$ cat config.mk
export PLATFORM = sky130hd
export DESIGN_NAME = lfu_cache
export DESIGN_NICKNAME = d
export VERILOG_FILES = /design/src/hw/rtl/lfu_pkg.sv /design/src/hw/rtl/lfu_cache.sv
export VERILOG_INCLUDE_DIRS = /design/src /design/src/hw/rtl
export SDC_FILE = /design/constraint.sdc
export NUM_CORES = 2
export LEC_CHECK = 0
export CAP_MARGIN = 20
export CORE_UTILIZATION = 30
export CTS_CLUSTER_DIAMETER = 30
export DETAILED_ROUTE_END_ITERATION = 8
export DONT_BUFFER_PORTS = 1
export GPL_TIMING_DRIVEN = 0
export PLACE_DENSITY = 0.4
export SETUP_SLACK_MARGIN = 0.2
export SLEW_MARGIN = 20
export SYNTH_ARGS = -nofsm -noshare
export SYNTH_HDL_FRONTEND = slang
export SYNTH_SLANG_ARGS = --single-unit
export TNS_END_PERCENT = 50
$ cat constraint.sdc
create_clock -name clk -period 11.96 [get_ports clk]
set_clock_uncertainty 0.15 [all_clocks]
set_input_delay 2.392 -clock clk [delete_from_list [all_inputs] [get_ports clk]]
set_output_delay 2.392 -clock clk [all_outputs]
set_load 0.03 [all_outputs]
$ cat src/hw/rtl/assert_macros.svh
// Assertion macros shared by the RTL files.
`ifndef ASSERT_MACROS_SVH
`define ASSERT_MACROS_SVH
`ifndef SYNTHESIS
// Check that a property holds at every clock edge outside reset.
`define ASSERT_HOLDS(lbl, clk, rst, prop, msg) \
  lbl: assert property (@(posedge clk) disable iff (rst) (prop)) else $error(msg);
// Check that an expression is never true at a clock edge outside reset.
`define ASSERT_NEVER(lbl, clk, rst, expr, msg) \
  lbl: assert property (@(posedge clk) disable iff (rst) !(expr)) else $error(msg);
`else
`define ASSERT_HOLDS(lbl, clk, rst, prop, msg)
`define ASSERT_NEVER(lbl, clk, rst, expr, msg)
`endif
`endif

$ cat src/hw/rtl/lfu_pkg.sv
// Constants and widths for the LFU cache.
package lfu_pkg;
  localparam int CAP       = 16;
  localparam int IDX_W     = $clog2(CAP);
  localparam int CAP_W     = $clog2(CAP + 1);
  localparam int KEY_W     = 32;
  localparam int VAL_W     = 32;
  localparam int CNT_W     = 31;
  localparam int STAMP_W   = 48;
  localparam int CFG_W     = 5;

  localparam logic [CNT_W-1:0] CNT_MAX   = {CNT_W{1'b1}};
  localparam logic [CFG_W-1:0] CAP_RESET = CFG_W'(16);

  localparam logic CMD_GET = 1'b0;
  localparam logic CMD_PUT = 1'b1;
endpackage

$ cat src/hw/rtl/lfu_cache.sv
// LFU cache with LRU tie-break: scan sequencer, entry store and result register.
//
// Usage: raise start with command, lookup_key and store_value; the request is
// transferred at a clock edge where start is high and busy is low. busy then
// stays high while the block walks all CAP entries, one per cycle, through a
// single compare unit that tracks the key match, the first free slot and the
// eviction victim (lowest use count, then largest age). The S_DONE state
// writes the chosen entry; a new request is taken only once the block is idle
// again. A get produces one result: done pulses for one cycle, registered in
// S_DONE together with the write-back, with hit and read_value (all ones on a
// miss). A put produces no result. The receiver cannot stall; the result is
// valid for that one cycle.
// capacity is written through cfg_we/cfg_wdata; the user must write it only while
// the block is idle, which the block does not enforce. Values above CAP act as CAP and zero disables puts.
// Reset (rst, synchronous) marks every entry invalid, clears occupancy and the
// operation clock, sets capacity to 16 and returns the sequencer to idle.
`include "assert_macros.svh"
module lfu_cache (
  input  logic                              clk,
  input  logic                              rst,
  input  logic                              start,
  output logic                              busy,
  input  logic                              command,
  input  logic        [lfu_pkg::KEY_W-1:0]  lookup_key,
  input  logic signed [lfu_pkg::VAL_W-1:0]  store_value,
  input  logic                              cfg_we,
  input  logic        [lfu_pkg::CFG_W-1:0]  cfg_wdata,
  output logic                              done,
  output logic                              hit,
  output logic signed [lfu_pkg::VAL_W-1:0]  read_value
);

  localparam logic [1:0] S_IDLE = 2'd0;
  localparam logic [1:0] S_SCAN = 2'd1;
  localparam logic [1:0] S_DONE = 2'd2;

  // Entry store
  logic                          entry_valid [lfu_pkg::CAP];
  logic [lfu_pkg::KEY_W-1:0]     entry_key   [lfu_pkg::CAP];
  logic [lfu_pkg::VAL_W-1:0]     entry_value [lfu_pkg::CAP];
  logic [lfu_pkg::CNT_W-1:0]     entry_count [lfu_pkg::CAP];
  logic [lfu_pkg::STAMP_W-1:0]   entry_stamp [lfu_pkg::CAP];

  logic [1:0]                    state;
  logic [lfu_pkg::IDX_W-1:0]     scan_idx;
  logic [lfu_pkg::CFG_W-1:0]     capacity;
  logic [lfu_pkg::CAP_W-1:0]     occupancy;
  logic [lfu_pkg::STAMP_W-1:0]   op_clock;

  // Latched request
  logic                          req_cmd;
  logic [lfu_pkg::KEY_W-1:0]     req_key;
  logic [lfu_pkg::VAL_W-1:0]     req_value;

  // Scan trackers
  logic                          mt_found;
  logic [lfu_pkg::IDX_W-1:0]     mt_idx;
  logic [lfu_pkg::VAL_W-1:0]     mt_value;
  logic [lfu_pkg::CNT_W-1:0]     mt_count;
  logic                          fr_found;
  logic [lfu_pkg::IDX_W-1:0]     fr_idx;
  logic                          vic_found;
  logic [lfu_pkg::IDX_W-1:0]     vic_idx;
  logic [lfu_pkg::CNT_W-1:0]     vic_count;
  logic [lfu_pkg::STAMP_W-1:0]   vic_age;

  logic                          accept;
  logic                          cur_valid;
  logic [lfu_pkg::KEY_W-1:0]     cur_key;
  logic [lfu_pkg::VAL_W-1:0]     cur_value;
  logic [lfu_pkg::CNT_W-1:0]     cur_count;
  logic [lfu_pkg::STAMP_W-1:0]   cur_age;
  logic                          cur_match;
  logic                          cur_better;

  logic [lfu_pkg::CAP_W-1:0]     cap_eff;
  logic                          use_free;
  logic                          do_touch;
  logic                          do_insert;
  logic [lfu_pkg::IDX_W-1:0]     ins_idx;
  logic [lfu_pkg::CNT_W-1:0]     mt_count_inc;

  assign busy   = (state != S_IDLE);
  assign accept = start && !busy;

  // Read the entry under the scan pointer and compare it
  always_comb begin
    cur_valid  = entry_valid[scan_idx];
    cur_key    = entry_key[scan_idx];
    cur_value  = entry_value[scan_idx];
    cur_count  = entry_count[scan_idx];
    cur_age    = op_clock - entry_stamp[scan_idx];
    cur_match  = cur_valid && (cur_key == req_key);
    cur_better = cur_valid && (!vic_found || (cur_count < vic_count) ||
                 ((cur_count == vic_count) && (cur_age > vic_age)));
  end

  // Decide the write-back
  always_comb begin
    cap_eff      = (capacity > lfu_pkg::CFG_W'(lfu_pkg::CAP)) ?
                   lfu_pkg::CAP_W'(lfu_pkg::CAP) : lfu_pkg::CAP_W'(capacity);
    use_free     = fr_found && (occupancy < cap_eff);
    mt_count_inc = (mt_count == lfu_pkg::CNT_MAX) ? mt_count
                                                  : mt_count + lfu_pkg::CNT_W'(1);
    do_touch     = mt_found &&
                   ((req_cmd == lfu_pkg::CMD_GET) || (cap_eff != '0));
    do_insert    = (req_cmd == lfu_pkg::CMD_PUT) && (cap_eff != '0) && !mt_found &&
                   (use_free || vic_found);
    ins_idx      = use_free ? fr_idx : vic_idx;
  end

  // Sequencer, control registers and done pulse
  always_ff @(posedge clk) begin
    if (rst) begin
      state     <= S_IDLE;
      scan_idx  <= '0;
      capacity  <= lfu_pkg::CAP_RESET;
      occupancy <= '0;
      op_clock  <= '0;
      done      <= 1'b0;
    end else begin
      done <= 1'b0;
      if (cfg_we) begin
        capacity <= cfg_wdata;
      end
      case (state)
        S_IDLE: begin
          if (accept) begin
            state    <= S_SCAN;
            scan_idx <= '0;
            op_clock <= op_clock + lfu_pkg::STAMP_W'(1);
          end
        end
        S_SCAN: begin
          scan_idx <= scan_idx + lfu_pkg::IDX_W'(1);
          if (scan_idx == lfu_pkg::IDX_W'(lfu_pkg::CAP - 1)) begin
            state <= S_DONE;
          end
        end
        S_DONE: begin
          state <= S_IDLE;
          if (do_insert && use_free) begin
            occupancy <= occupancy + lfu_pkg::CAP_W'(1);
          end
          if (req_cmd == lfu_pkg::CMD_GET) begin
            done <= 1'b1;
          end
        end
        default: begin
          state <= S_IDLE;
        end
      endcase
    end
  end

  // Latch the request, track match, free slot and victim, register the result
  always_ff @(posedge clk) begin
    if (accept) begin
      req_cmd   <= command;
      req_key   <= lookup_key;
      req_value <= store_value;
      mt_found  <= 1'b0;
      fr_found  <= 1'b0;
      vic_found <= 1'b0;
    end else if (state == S_SCAN) begin
      if (cur_match && !mt_found) begin
        mt_found <= 1'b1;
        mt_idx   <= scan_idx;
        mt_value <= cur_value;
        mt_count <= cur_count;
      end
      if (!cur_valid && !fr_found) begin
        fr_found <= 1'b1;
        fr_idx   <= scan_idx;
      end
      if (cur_better) begin
        vic_found <= 1'b1;
        vic_idx   <= scan_idx;
        vic_count <= cur_count;
        vic_age   <= cur_age;
      end
    end
    if (state == S_DONE) begin
      hit        <= mt_found;
      read_value <= mt_found ? mt_value : {lfu_pkg::VAL_W{1'b1}};
    end
  end

  // Valid bits
  always_ff @(posedge clk) begin
    if (rst) begin
      for (int i = 0; i < lfu_pkg::CAP; i++) begin
        entry_valid[i] <= 1'b0;
      end
    end else if ((state == S_DONE) && do_insert) begin
      entry_valid[ins_idx] <= 1'b1;
    end
  end

  // Entry payload write-back
  always_ff @(posedge clk) begin
    if (state == S_DONE) begin
      if (do_touch) begin
        entry_count[mt_idx] <= mt_count_inc;
        entry_stamp[mt_idx] <= op_clock;
        if (req_cmd == lfu_pkg::CMD_PUT) begin
          entry_value[mt_idx] <= req_value;
        end
      end else if (do_insert) begin
        entry_key[ins_idx]   <= req_key;
        entry_value[ins_idx] <= req_value;
        entry_count[ins_idx] <= lfu_pkg::CNT_W'(1);
        entry_stamp[ins_idx] <= op_clock;
      end
    end
  end

  // Checks
  `ASSERT_HOLDS(a_done_idle, clk, rst, done |-> !busy, "result shown while busy")
  `ASSERT_NEVER(a_occ_range, clk, rst, occupancy > lfu_pkg::CAP_W'(lfu_pkg::CAP), "occupancy above CAP")
  `ASSERT_HOLDS(a_start_scan, clk, rst, accept |=> (state == S_SCAN) && (scan_idx == '0), "scan did not start")
  `ASSERT_HOLDS(a_done_get, clk, rst, done |-> ($past(state) == S_DONE) && (req_cmd == lfu_pkg::CMD_GET), "stray result")

endmodule
== Word level (Yosys, flattened, before mapping) ==
Memories as Yosys holds them, arrays and structs flattened. A register that Yosys moved wholly into a read port is not among the register bits.
Index checks and enable logic that the tools add are counted.
Cells by class
  bitwise operators: 3
  add/sub/neg operators: 5
  muxes and demuxes: 45
  reduce and logical (&&, ||, !) cells: 41
  equality and inequality tests: 8
  $lt $le $gt $ge: 4
Operator list (number)
  $mux 31: 2
  $mux 4: 14
  $add 48x1->48 const B: 1
  $gt 48x48->1: 1
  $mux 48: 1
  $reduce_or 48->1: 1
  $sub 48x48->48: 1
  $eq 32x32->1: 1
  $mux 32: 1
  $reduce_or 32->1: 1
  $add 31x1->31 const B: 1
  $eq 31x31->1: 1
  $eq 31x31->1 const B: 1
  $lt 31x31->1: 1
  $reduce_or 31->1: 1
  $mux 1: 22
  $reduce_and 2->1: 7
  $logic_and 1x1->1: 13
  $reduce_and 3->1: 3
  $pmux 4 s2: 1
  $add 5x1->5 const B: 1
  $gt 5x5->1 const B: 1
  $logic_not 1->1: 5
  $lt 5x5->1: 1
  other kinds (15): 23
Storage, ports and cells
  memories kept: 5
  input bits: 74
  logic and storage cells: 131
  output and inout port bits: 35
  bits in writable memories: 2304
  register bits after elaboration: 288
Memories
  entry_stamp: words 16, bits a word 48, rd ports 1, clocked after memory_dff 1, wr ports 1, line lfu_cache.sv:42  | logic [lfu_pkg::STAMP_W-1:0] entry_stamp [lfu_pkg::CAP];
  entry_key: words 16, bits a word 32, rd ports 1, clocked after memory_dff 1, wr ports 1, line lfu_cache.sv:39  | logic [lfu_pkg::KEY_W-1:0] entry_key [lfu_pkg::CAP];
  entry_value: words 16, bits a word 32, rd ports 1, clocked after memory_dff 1, wr ports 1, line lfu_cache.sv:40  | logic [lfu_pkg::VAL_W-1:0] entry_value [lfu_pkg::CAP];
  entry_count: words 16, bits a word 31, rd ports 1, clocked after memory_dff 1, wr ports 1, line lfu_cache.sv:41  | logic [lfu_pkg::CNT_W-1:0] entry_count [lfu_pkg::CAP];
  entry_valid: words 16, bits a word 1, rd ports 1, clocked after memory_dff 1, wr ports 16, line lfu_cache.sv:38  | logic entry_valid [lfu_pkg::CAP];

== Logic depth before layout (Yosys ltp) ==
  word-level depth: 12
  mapped depth: 31
  gate-level depth less buffers: 24

== Worst setup path after synthesis ==
Ideal clock, no wire load.
  path type: reg-to-reg
  start: reg with a tool-made name
  end: reg vic_age[0] in the netlist's numbering (enable)
  path buffers: 6
  arrival: 9.901 ns
  required time: 11.171 ns
  slack: 1.270 ns
  clock period less this slack: 10.690 ns
  library setup time: 0.639 ns
  cell stages (with the launch flop): 19
  cell sequence: dfxtp_1 -> buf_2 -> buf_4 -> buf_2 -> buf_2 -> buf_2 -> buf_2 -> mux4_2 -> mux4_2 -> ha_1 -> a21o_1 -> a21o_1 -> a211oi_1 -> o21ai_0 -> a211oi_1 -> nor3_1 -> nor3_1 -> a21oi_1 -> o21ai_0
RTL lines
  end signal, assigned: line lfu_cache.sv:180  | vic_age <= cur_age;
  end, declared: line lfu_cache.sv:65  | logic [lfu_pkg::STAMP_W-1:0] vic_age;

==> results.cfg <==
[outcome]
status = completed

[synth]
synth_largest_area_cell = edfxtp_1
synth_edf_count = 2540
yosysWarnings = 0
synthFlopType = edfxtp_1
yosysTopAreaCellShare = 0.7344
ys_ff_latch = 2628
syn_nets = 5181
synthTopCellsByArea = edfxtp_1, mux4_2, dfxtp_1, ha_1, mux2i_1
synth_area_per_cell_um2 = 20.89
synth.distinct_cells = 79
ys_seq_area_frac = 0.7513
syn-instance-count = 4972
async_flop_share = 0
synth_area_mm2 = 0.1039

[power_and_ir_drop]
peakVddDrop_uv = 153.6
leakage_uw = 0.04565
powerDensity_mw_per_mm2 = 204.4

[clocking]
cts_buffers = 617
cts_root_buf = clkbuf_16
ctsHoldBuffers = 0
cts_tree = done
clk_path_buf_depth = 4
clk_latency_ns = 1.00
clock_sinks = 2628
htreeDepth = 6
path_clk_slew_ns = 0.05

[sta]
fin_crit_sh = 0.9320
max_freq_ghz = 0.08972
slew_headroom = 0.2437
hold_violations = 0
maxSlewViolCount = 0
post-route-min-period_ns = 11.15
setup_violations = 0
fin_hold_ws_ns = 0.3112
rsz0062_at_grt = no
tightest_slew_ns = 1.134

[setup_path]
cpPeakStageDelay_ns = 0.80
end_kind = flip-flop
path_common_cell = buf_4
cp.arrival_ns = 11.71
cp-start-kind = flip-flop
cp_slowest_cell = clkbuf_1
cp_max_fo = 18
crit_type = reg -> reg
required_ns = 12.52

[finish]
synthToLayoutAreaGrowth_pct = 30.46
mostFrequentLayoutCell = edfxtp_1
mostFrequentLayoutCells = edfxtp_1, mux4_2, clkbuf_16
drive_gt1_frac = 0.3243
fin_cells = 10910
nNetsFinal = 6026

[detailed_routing]
drc = 0
routed_wl_mm = 302.9
drt_pass1_iterations = 5
wire_per_inst_um = 27.77
initialDrtViolationCount = 4581
vias = 52840
vias_per_cell = 4.845
postRouteAntennaNets = 0

[die]
pin_count = 109
die_x_um = 590.4
fp-row-count = 215
start_util = 0.3021
core_mm2 = 0.3438
die_h_um = 590.4
die_area_mm2 = 0.3486

[placement]
portBuffers = 0
place.gp.congestion = 0.7563
dp_hpwl_mm = 198.2
place_inst = 9754

[global_route]
track_usage = 0.1732
grt_max_degree = 40
antenna_found_initial = 28
grt_pass1_wl_mm = 428.2
grt_pass1_vias = 56390
grt_overflow_total = 0

[flow_run]
cap_violations = 0

[hold_path]
hold_path.class = reg -> reg
layer usage:
| layer | global-route usage | routed length (um) | vias up |
|---|---|---|---|
| li1 | - | - | 22570 |
| met1 | 0.2366 | 135100 | 28350 |
| met2 | 0.2843 | 146500 | 1439 |
| met3 | 0.03276 | 14870 | 473 |
| met4 | 0.04332 | 6373 | 10 |
| met5 | 0 | 68 | - |
worst max-delay path: cells and delay by family, from the launching register on:
kind,cells,cell delay (ns)
buffers and inverters,11,3.50
AO/OA/AOI/OAI,10,3.50
AND/OR/NAND/NOR,6,1.74
multiplexers,2,0.97
adder cells (fa/ha/maj),2,0.60
flip-flops,1,0.30
area by class of cell:
cell class | count | area (um^2)
inverters | 163 | 611.8
multi-input cells | 1967 | 24600
well taps | 4557 | 5702
diodes | 7 | 17.52
fillers | 31010 | 208300
clock buffers | 727 | 16200
flip-flops and latches | 2628 | 78040
clock inverters | 417 | 4959
plain buffers | 214 | 1069
repair buffers | 226 | 4303
kinds of logic (layout without fill, tap and decap cells):
logic type                 Yosys count  count (layout)  synth area share
DFF                               2628            2628            0.7513
muxes                              754             754            0.1533
and+or+nand+nor                    572             572           0.02788
buffers and inverters              377            1747           0.01552
AOI/OAI and AO/OA                  356             356           0.02299
xor gates and xnor gates           150             150           0.01265
adders and majority gates          135             135           0.01634
other                                0               7                 0
final timing paths:
path / from / end / slack (ns) / depth (start not counted)
max: flip-flop / vic_age[25]$_DFFE_PP_ / 0.81 / 31
min: entry_valid[1]$_DFF_P_ / entry_valid[1]$_DFF_P_ / 0.31 / 1
max reg2reg: flip-flop / vic_age[25]$_DFFE_PP_ / 0.81 / 31
min reg2reg: entry_valid[1]$_DFF_P_ / entry_valid[1]$_DFF_P_ / 0.31 / 1
flip-flops by register name (all words and copies together), names as in the netlist, 2 cells and up, named ones only:
| register | cells |
|---|---|
| vic_count | 31 |
| state | 2 |
| fr_idx | 4 |
| mt_value | 32 |
| capacity | 5 |
| entry_stamp | 768 |
| vic_age | 48 |
| entry_value | 512 |
| op_clock | 48 |
| req_value | 32 |
| vic_idx | 4 |
| req_key | 32 |
| entry_key | 512 |
| mt_count | 31 |
| occupancy | 5 |
| entry_count | 496 |
| mt_idx | 4 |
| read_value | 32 |
| scan_idx | 4 |
| entry_valid | 16 |
cells in the mapped netlist (4+ instances only):
master       n
edfxtp_1  2540
mux4_2     669
nor2_1     177
inv_1      161
ha_1       134
clkbuf_1   105
nand2_1    101
a21oi_1     88
dfxtp_1     88
xor2_1      85
mux2i_1     83
buf_2       67
xnor2_1     65
o21ai_0     57
a21o_1      56
nand2b_1    48
nand4_1     47
nand3_1     37
nor3_1      31
nor2b_1     27
o21a_1      27
and3_1      24
a211oi_1    22
buf_1       22
a221oi_1    20
a31oi_1     20
and2_1      14
or3_1       12
buf_4       11
nor4_1      11
and4_1      10
o211ai_1     9
buf_6        8
a22oi_1      7
nor3_2       7
o21bai_1     6
or4_1        5
nor3b_1      4
o221ai_1     4
o22ai_1      4
o31ai_1      4
or2_2        4
per-stage QoR:
| step | setup slack (ns) | util | cell area (um^2) | power [uW] | TNS, ns |
|---|---|---|---|---|---|
| after floorplan | 1.270 | - | 103900 | 10770 | 0 |
| after global placement | -7.042 | 0.3187 | 109600 | 11050 | -2089.05 |
| after detailed placement | 0.2908 | 0.3324 | 114300 | 11060 | 0 |
| after CTS | 0.2376 | 0.3939 | 135400 | 28030 | 0 |
| after global routing | 0.2129 | 0.3941 | 135500 | 28520 | 0 |
| final | 0.8136 | 0.3941 | 135500 | 27700 | 0 |
power breakdown:
part	total, uW	internal [uW]	switching [uW]	leakage (uW)
Clock	16800	11400	5380	0.0102
Sequential	10200	10100	69.8	0.0242
Combinational	724	323	401	0.0112
Total	27700	21800	5850	0.0457
timing repair:
| item | CTS | global route |
|---|---|---|
| resized for setup | 0 | 10 |
| buffers inserted | 0 | 0 |
| endpoints found under the setup margin | 0 | 57 |
Note: power is estimated with default switching activity, not from simulation.
